<file path="src/sbpd_pkg.sv">
// Package for the servo bus packet deframer: payload structs, phase enum,
// byte role codes and header byte constants. No dependencies.
`timescale 1ns / 1ps
`default_nettype none

package sbpd_pkg;

  localparam logic [7:0] HDR_FF = 8'hFF;
  localparam logic [7:0] HDR_FD = 8'hFD;

  localparam logic [2:0] ROLE_DROP     = 3'd0;
  localparam logic [2:0] ROLE_HEADER   = 3'd1;
  localparam logic [2:0] ROLE_RESERVED = 3'd2;
  localparam logic [2:0] ROLE_ID       = 3'd3;
  localparam logic [2:0] ROLE_LEN_LO   = 3'd4;
  localparam logic [2:0] ROLE_LEN_HI   = 3'd5;
  localparam logic [2:0] ROLE_BODY     = 3'd6;

  typedef enum logic [2:0] {
    PH_HUNT0 = 3'd0,
    PH_HUNT1 = 3'd1,
    PH_HUNT2 = 3'd2,
    PH_RSVD  = 3'd3,
    PH_ID    = 3'd4,
    PH_LENL  = 3'd5,
    PH_LENH  = 3'd6,
    PH_BODY  = 3'd7
  } phase_e;

  typedef struct packed {
    logic [7:0] rx_byte;
    logic       buffer_end;
  } in_item_t;

  typedef struct packed {
    logic [7:0]  byte_value;
    logic [2:0]  byte_role;
    logic        resync;
    logic        packet_done;
    logic        truncated;
    logic [7:0]  packet_id;
    logic [15:0] packet_length;
    logic [15:0] body_index;
  } out_item_t;

endpackage

`default_nettype wire

</file>
<file path="src/servo_bus_packet_deframer_unit.sv">
// Servo bus packet deframer top level: header hunt, ID/length capture, body count.
// A result is registered in the output register, or in the skid entry while the output holds one.
// Throughput: one item per cycle while the skid entry is empty; an output register plus a skid
// entry keep input acceptance going while one result waits on the output.
// Reset: asynchronous, active low; phase returns to hunting, all holds clear.
// Depends on sbpd_pkg.
`timescale 1ns / 1ps
`default_nettype none

module servo_bus_packet_deframer_unit
  import sbpd_pkg::*;
(
  input  wire logic      clk_i,
  input  wire logic      rst_ni,
  input  wire logic      in_valid_i,
  output logic           in_ready_o,
  input  wire in_item_t  in_data_i,
  output logic           out_valid_o,
  input  wire logic      out_ready_i,
  output out_item_t      out_data_o
);

  phase_e      phase_q, phase_d;
  logic [15:0] length_q, length_d;
  logic [7:0]  len_lo_q, len_lo_d;
  logic [15:0] count_q, count_d;
  logic [7:0]  id_q, id_d;

  out_item_t   res;
  out_item_t   out_q, skid_q;
  logic        out_valid_q, skid_valid_q;
  logic        accept, pop;
  logic [15:0] new_len;
  logic [16:0] count_inc;

  assign in_ready_o  = ~skid_valid_q;
  assign accept      = in_valid_i & in_ready_o;
  assign pop         = out_valid_q & out_ready_i;
  assign out_valid_o = out_valid_q;
  assign out_data_o  = out_q;

  assign new_len   = {in_data_i.rx_byte, len_lo_q};
  assign count_inc = {1'b0, count_q} + 17'd1;

  // Next state
  always_comb begin
    phase_d  = phase_q;
    length_d = length_q;
    len_lo_d = len_lo_q;
    count_d  = count_q;
    id_d     = id_q;
    case (phase_q)
      PH_HUNT0: phase_d = (in_data_i.rx_byte == HDR_FF) ? PH_HUNT1 : PH_HUNT0;
      PH_HUNT1: phase_d = (in_data_i.rx_byte == HDR_FF) ? PH_HUNT2 : PH_HUNT0;
      PH_HUNT2: phase_d = (in_data_i.rx_byte == HDR_FD) ? PH_RSVD : PH_HUNT0;
      PH_RSVD:  phase_d = PH_ID;
      PH_ID: begin
        id_d    = in_data_i.rx_byte;
        phase_d = PH_LENL;
      end
      PH_LENL: begin
        len_lo_d = in_data_i.rx_byte;
        phase_d  = PH_LENH;
      end
      PH_LENH: begin
        length_d = new_len;
        count_d  = '0;
        phase_d  = (new_len == 16'd0) ? PH_HUNT0 : PH_BODY;
      end
      PH_BODY: begin
        if (count_inc >= {1'b0, length_q}) begin
          count_d = '0;
          phase_d = PH_HUNT0;
        end else begin
          count_d = count_inc[15:0];
        end
      end
      default: phase_d = PH_HUNT0;
    endcase
    // buffer end drops any partial packet
    if (in_data_i.buffer_end) begin
      phase_d  = PH_HUNT0;
      length_d = '0;
      len_lo_d = '0;
      count_d  = '0;
      id_d     = '0;
    end
  end

  // Result fields
  always_comb begin
    res               = '0;
    res.byte_value    = in_data_i.rx_byte;
    res.byte_role     = ROLE_DROP;
    case (phase_q)
      PH_HUNT0, PH_HUNT1: begin
        if (in_data_i.rx_byte == HDR_FF) res.byte_role = ROLE_HEADER;
        else                             res.resync    = 1'b1;
      end
      PH_HUNT2: begin
        if (in_data_i.rx_byte == HDR_FD) res.byte_role = ROLE_HEADER;
        else                             res.resync    = 1'b1;
      end
      PH_RSVD: res.byte_role = ROLE_RESERVED;
      PH_ID: begin
        res.byte_role = ROLE_ID;
        res.packet_id = in_data_i.rx_byte;
      end
      PH_LENL: begin
        res.byte_role = ROLE_LEN_LO;
        res.packet_id = id_q;
      end
      PH_LENH: begin
        res.byte_role     = ROLE_LEN_HI;
        res.packet_id     = id_q;
        res.packet_length = new_len;
        res.packet_done   = (new_len == 16'd0);
      end
      PH_BODY: begin
        res.byte_role     = ROLE_BODY;
        res.packet_id     = id_q;
        res.packet_length = length_q;
        res.body_index    = count_q;
        res.packet_done   = (count_inc >= {1'b0, length_q});
      end
      default: res.byte_role = ROLE_DROP;
    endcase
    // phase after this byte, before the buffer-end clear
    res.truncated = in_data_i.buffer_end & ~(res.packet_done | res.resync |
                    (phase_q == PH_HUNT0 && in_data_i.rx_byte != HDR_FF));
  end

  always_ff @(posedge clk_i or negedge rst_ni) begin
    if (!rst_ni) begin
      phase_q  <= PH_HUNT0;
      length_q <= '0;
      len_lo_q <= '0;
      count_q  <= '0;
      id_q     <= '0;
    end else if (accept) begin
      phase_q  <= phase_d;
      length_q <= length_d;
      len_lo_q <= len_lo_d;
      count_q  <= count_d;
      id_q     <= id_d;
    end
  end

  // Output register with one skid entry
  always_ff @(posedge clk_i or negedge rst_ni) begin
    if (!rst_ni) begin
      out_valid_q  <= 1'b0;
      skid_valid_q <= 1'b0;
    end else if (skid_valid_q) begin
      if (pop) skid_valid_q <= 1'b0;
    end else if (accept) begin
      if (!out_valid_q || pop) out_valid_q  <= 1'b1;
      else                     skid_valid_q <= 1'b1;
    end else if (pop) begin
      out_valid_q <= 1'b0;
    end
  end

  always_ff @(posedge clk_i) begin
    if (skid_valid_q) begin
      if (pop) out_q <= skid_q;
    end else if (accept) begin
      if (!out_valid_q || pop) out_q  <= res;
      else                     skid_q <= res;
    end
  end

endmodule

`default_nettype wire

</file>
<file path="config.mk">
export PLATFORM = sky130hd
export DESIGN_NAME = servo_bus_packet_deframer_unit
export DESIGN_NICKNAME = d
export VERILOG_FILES = /design/src/sbpd_pkg.sv /design/src/servo_bus_packet_deframer_unit.sv
export SDC_FILE = /design/constraint.sdc
export NUM_CORES = 1
export LEC_CHECK = 0
export ABC_AREA = 1
export ABC_CLOCK_PERIOD_IN_PS = 5000
export CAP_MARGIN = 20
export CORE_MARGIN = 4
export CORE_UTILIZATION = 55
export DETAILED_ROUTE_END_ITERATION = 10
export DONT_BUFFER_PORTS = 1
export GPL_TIMING_DRIVEN = 0
export PLACE_DENSITY = 0.7
export SLEW_MARGIN = 20
export SYNTH_ARGS = -nofsm -noshare
export SYNTH_HDL_FRONTEND = slang
export SYNTH_SLANG_ARGS = --single-unit
</file>
<file path="constraint.sdc">
create_clock -name clk_i -period 5 [get_ports clk_i]
set_input_delay 0.5 -clock clk_i [delete_from_list [all_inputs] [get_ports clk_i]]
set_output_delay 0.5 -clock clk_i [all_outputs]
set_load 0.02 [all_outputs]
</file>
Yosys cells after proc, flatten, opt, wreduce, memory -nomap -nowiden. Cells that the tools add are included.

Bitwise operators: 8. Multiplexer cells: 36. Add/sub/neg operators: 1. Order comparisons: 1. Reduce and logical (&&, ||, !) cells: 22. Equality and inequality tests: 13.

Operators with widths (count): $mux 54 (4); $mux 16 (5); $pmux 16 s2 (2); $mux 8 (4); $pmux 3 s8 (1); $pmux 3 s7 (1); $add 16x1->17 const B (1); $ge 17x16->1 (1); $eq 8x8->1 const B (2); $logic_not 16->1 (1); $pmux 8 s2 (1); $eq 3x3->1 const B (4); $reduce_bool 2->1 (6); $mux 1 (11); $reduce_and 2->1 (5); $mux 3 (3); $reduce_and 3->1 (3); $ne 8x8->1 const B (1); $eq 3x2->1 const B (2); $mux 2 (2); $ne 2x1->1 const B (2); $pmux 1 s2 (2); $and 1x1->1 (3); $eq 3x1->1 const B (1); 10 further kinds (13).

Output and inout bits: 56. Input bits: 13. Bits in registers: 161. Word-level logic and storage cells: 104.

Longest topological paths before layout.
Word-level depth: 10. Gate-level depth with buffers: 18. Gate-level depth less buffers: 18.

Least setup slack after synthesis. No wires, ideal clock.

Path kind: input -> register. Start point: input in_valid_i. End point: register out_q (netlist bit out_data_o[0]) (enable). Arrival time: 3161 ps. Data required time: 4534 ps. Setup slack: 1373 ps. Cell stages on the path: 4. Path buffers: 0. Library setup time: 466 ps. Cell sequence: nand2_1 -> inv_1 -> a21oi_1 -> nor2_1.

Word-level cells in the longest chain between the ends: 3.

Ends and longest elaborated chain: start: declaration (line servo_bus_packet_deframer_unit.sv:15) `input wire logic in_valid_i,`; $and 1x1->1 (line servo_bus_packet_deframer_unit.sv:37) `assign accept = in_valid_i & in_ready_o;`; $reduce_bool 2->1 (no line); $reduce_and 3->1 (no line); end signal: assignment (line servo_bus_packet_deframer_unit.sv:166) `if (pop) out_q <= skid_q;`; end signal: assignment (line servo_bus_packet_deframer_unit.sv:168) `if (!out_valid_q || pop) out_q <= res;`; end: declaration (line servo_bus_packet_deframer_unit.sv:30) `out_item_t out_q, skid_q;`.

Every way passes these cells. A chain may end at the register's enable or synchronous reset.

==> results.json <==
{
  "drt_wl_total_um": 16200,
  "crit_type": "reg2reg",
  "run_status": "completed",
  "rsz0062_at_grt": "false",
  "tightest_slew_ns": 0.812,
  "cts.repair.resized": 0,
  "synth_area_leaders": "edfxtp_1, dfrtp_1, nand2_1, inv_1, o22ai_1",
  "finalWeightedCongestion": 0.963,
  "drv_cap": 0,
  "io_pins": 69,
  "startpoint": "count_q[0]",
  "report.final.hold_viol_count": 0,
  "io_buffers": 0,
  "endpoint": "skid_q[40]",
  "power.switching_mw": 1.31,
  "hp-class": "in2reg",
  "grt_max_degree": 54,
  "root_buffer": "clkbuf_16",
  "power_mw": 4.07,
  "ant_nets": 0,
  "utilization": 0.639,
  "end_kind": "register",
  "row_count": 41,
  "seq_area_sq_mm": 0.00457,
  "slew_viol_final": 0,
  "final_net_count": 792,
  "tns_ns": 0,
  "cts_setup_buffers": 0,
  "ctsHoldBuffers": 2,
  "gr-usage-all-layers": 0.227,
  "final_layout_size_suffix_gt1_frac": 0.0865,
  "yosysTopAreaCell": "edfxtp_1",
  "fp.dieH_um": 123,
  "antenna_cells": 0,
  "pwr-share-seq": 0.524,
  "hpwlAfterDp_um": 11600,
  "p_int_mw": 2.76,
  "route.vias.total": 5195,
  "power_density_mw_per_mm2": 497,
  "rr_startpoint": "count_q[0]",
  "finClkSkew_ns": 0.00920,
  "fmax_mhz": 344,
  "grt_overflow": 0,
  "max-vdd-ir-drop_v": 0.000207,
  "ys_warn_count": 0,
  "setup-violations-final": 0,
  "synth_nets": 769,
  "antenna_found_initial": 0,
  "worst_ep_required_time_ns": 5.15,
  "fin_crit_ns": 2.91,
  "h-tree-depth": 4,
  "synth_cell_type_count": 35,
  "initial_core_util": 0.569,
  "path_clk_slew_ns": 0.06,
  "grt_pass1_vias": 5118,
  "dr.pass1.iters": 5,
  "worst_slew_margin_rel": 0.457,
  "fin_crit_sh": 0.581,
  "yosys.area.top_type_share": 0.444,
  "worst_r2r_endpoint": "skid_q[40]",
  "postSynthAreaPerCell_sq_um": 9.87,
  "core-area_sq_mm": 0.0128,
  "leakage_nw": 3.36,
  "clock_sinks": 161,
  "clk_latency_ns": 0.43,
  "vias_per_cell": 5.49,
  "cts_tree": "done",
  "drc": 0,
  "sw_frac_of_total": 0.321,
  "area_growth_pct": 12.3,
  "rrSetupSlack_ns": 2.09,
  "final_cell_mix": "nand2_1, edfxtp_1, inv_1, dfrtp_1, nor2_1",
  "routedWlPerCell_um": 17.1,
  "synth_seq_area_share": 0.626,
  "grt_pass1_wl_um": 26100,
  "p_comb_frac": 0.155,
  "drtIter0Drc": 448,
  "reg2reg_depth": 17,
  "layout_commonest_cell": "nand2_1",
  "die_w_um": 123,
  "crit_path_start_kind": "register",
  "synthCells": 739,
  "crit_arrival_ns": 3.05,
  "dieArea_sq_mm": 0.0152,
  "ys_seq_elements": 161,
  "synth_area_sq_mm": 0.00730,
  "cts_buffer_depth": 2,
  "cts_made_buffers": 17,
  "multi_input_area_sq_mm": 0.00231,
  "crit_fanout": 4,
  "fillers": 1033,
  "clockPowerShare": 0.321
}
-- final cells by class --
cell class / instances / area share
clock buffer: 21 / 0.0550
multi-input combinational: 470 / 0.282
inverter: 82 / 0.0376
clock inverter: 11 / 0.0166
timing repair buffer: 4 / 0.00947
sequential: 161 / 0.558
tap: 172 / 0.0263
buffer: 26 / 0.0153
-- cell usage after synthesis, drive strengths merged --
master	instances
buf	14
ha	17
xor2	13
edfxtp	108
o221ai	1
a31oi	1
nand4	8
nand3	14
o22ai	39
a21oi	13
nand2	252
inv	82
nor3	8
clkbuf	12
dfrtp	53
o21ai	45
o21bai	2
nor2	55
a21o	1
or2	1
-- power groups by stage --
stage	Clock (mW)	Combinational, mW	Sequential (mW)
after floorplan	0	0.424	2.14
after global routing	1.38	0.720	2.16
after global placement	0	0.559	2.18
after detailed placement	0	0.620	2.17
after CTS	1.32	0.638	2.14
final	1.31	0.630	2.13
-- registers in the layout, summed over array words and instances (netlist names) --
signal,flops
count_q,16
id_q,8
len_lo_q,8
length_q,16
out_data_o,54
out_valid_o,1
phase_q,3
skid_q,54
skid_valid_q,1
-- worst min path at each step --
stage                       from         end  cells past startpoint
finish              in_data_i[6]  skid_q[51]                      0
global route        in_data_i[1]  skid_q[46]                      0
CTS                 in_data_i[2]  skid_q[47]                      0
detailed placement        rst_ni  count_q[5]                      0
global placement          rst_ni  count_q[6]                      0
floorplan                 rst_ni  count_q[0]                      0
-- critical path, cell delays in order, from the launching register on --
cell and delay, ns:
dfrtp_1 0.46, ha_1 0.24, nand2_2 0.08, nor2_4 0.12, nand2_4 0.09, nor3_1 0.18, xor2_1 0.17, inv_1 0.07
ha_1 0.30, nand2_1 0.09, nor2_1 0.11, nand2_1 0.05, o21ai_0 0.14, nand2_1 0.11, nand3_1 0.13, nand2_1 0.09
nand2_1 0.13, nor3_1 0.06
-- metrics by stage --
step                setup slack (ns)  hold slack (ns)  instance area (sq um)  std cells
floorplan                       1.37            0.204                   7300        739
global placement               0.515            0.206                   7510        911
detailed placement              2.14            0.206                   7570        913
CTS                             2.10            0.157                   8190        947
global route                    1.78            0.152                   8190        947
finish                          2.09            0.168                   8190        947
-- logic make-up after synthesis --
kind of cell    share of synthesized area
simple gates                        0.189
fa+ha+maj                          0.0291
flops                               0.626
xor+xnor                           0.0156
compound gates                     0.0809
buf+inv                            0.0593
-- layer usage --
layer / vias to the layer above / track usage / part of all wire
met1: 2503 / 0.304 / 0.44
met3: 32 / 0.0435 / 0.054
met4: 0 / 0.101 / 0.026
met5: - / 0 / 0
met2: 164 / 0.362 / 0.48
li1: 2496 / - / -
Power figures use the tool's default switching activity.
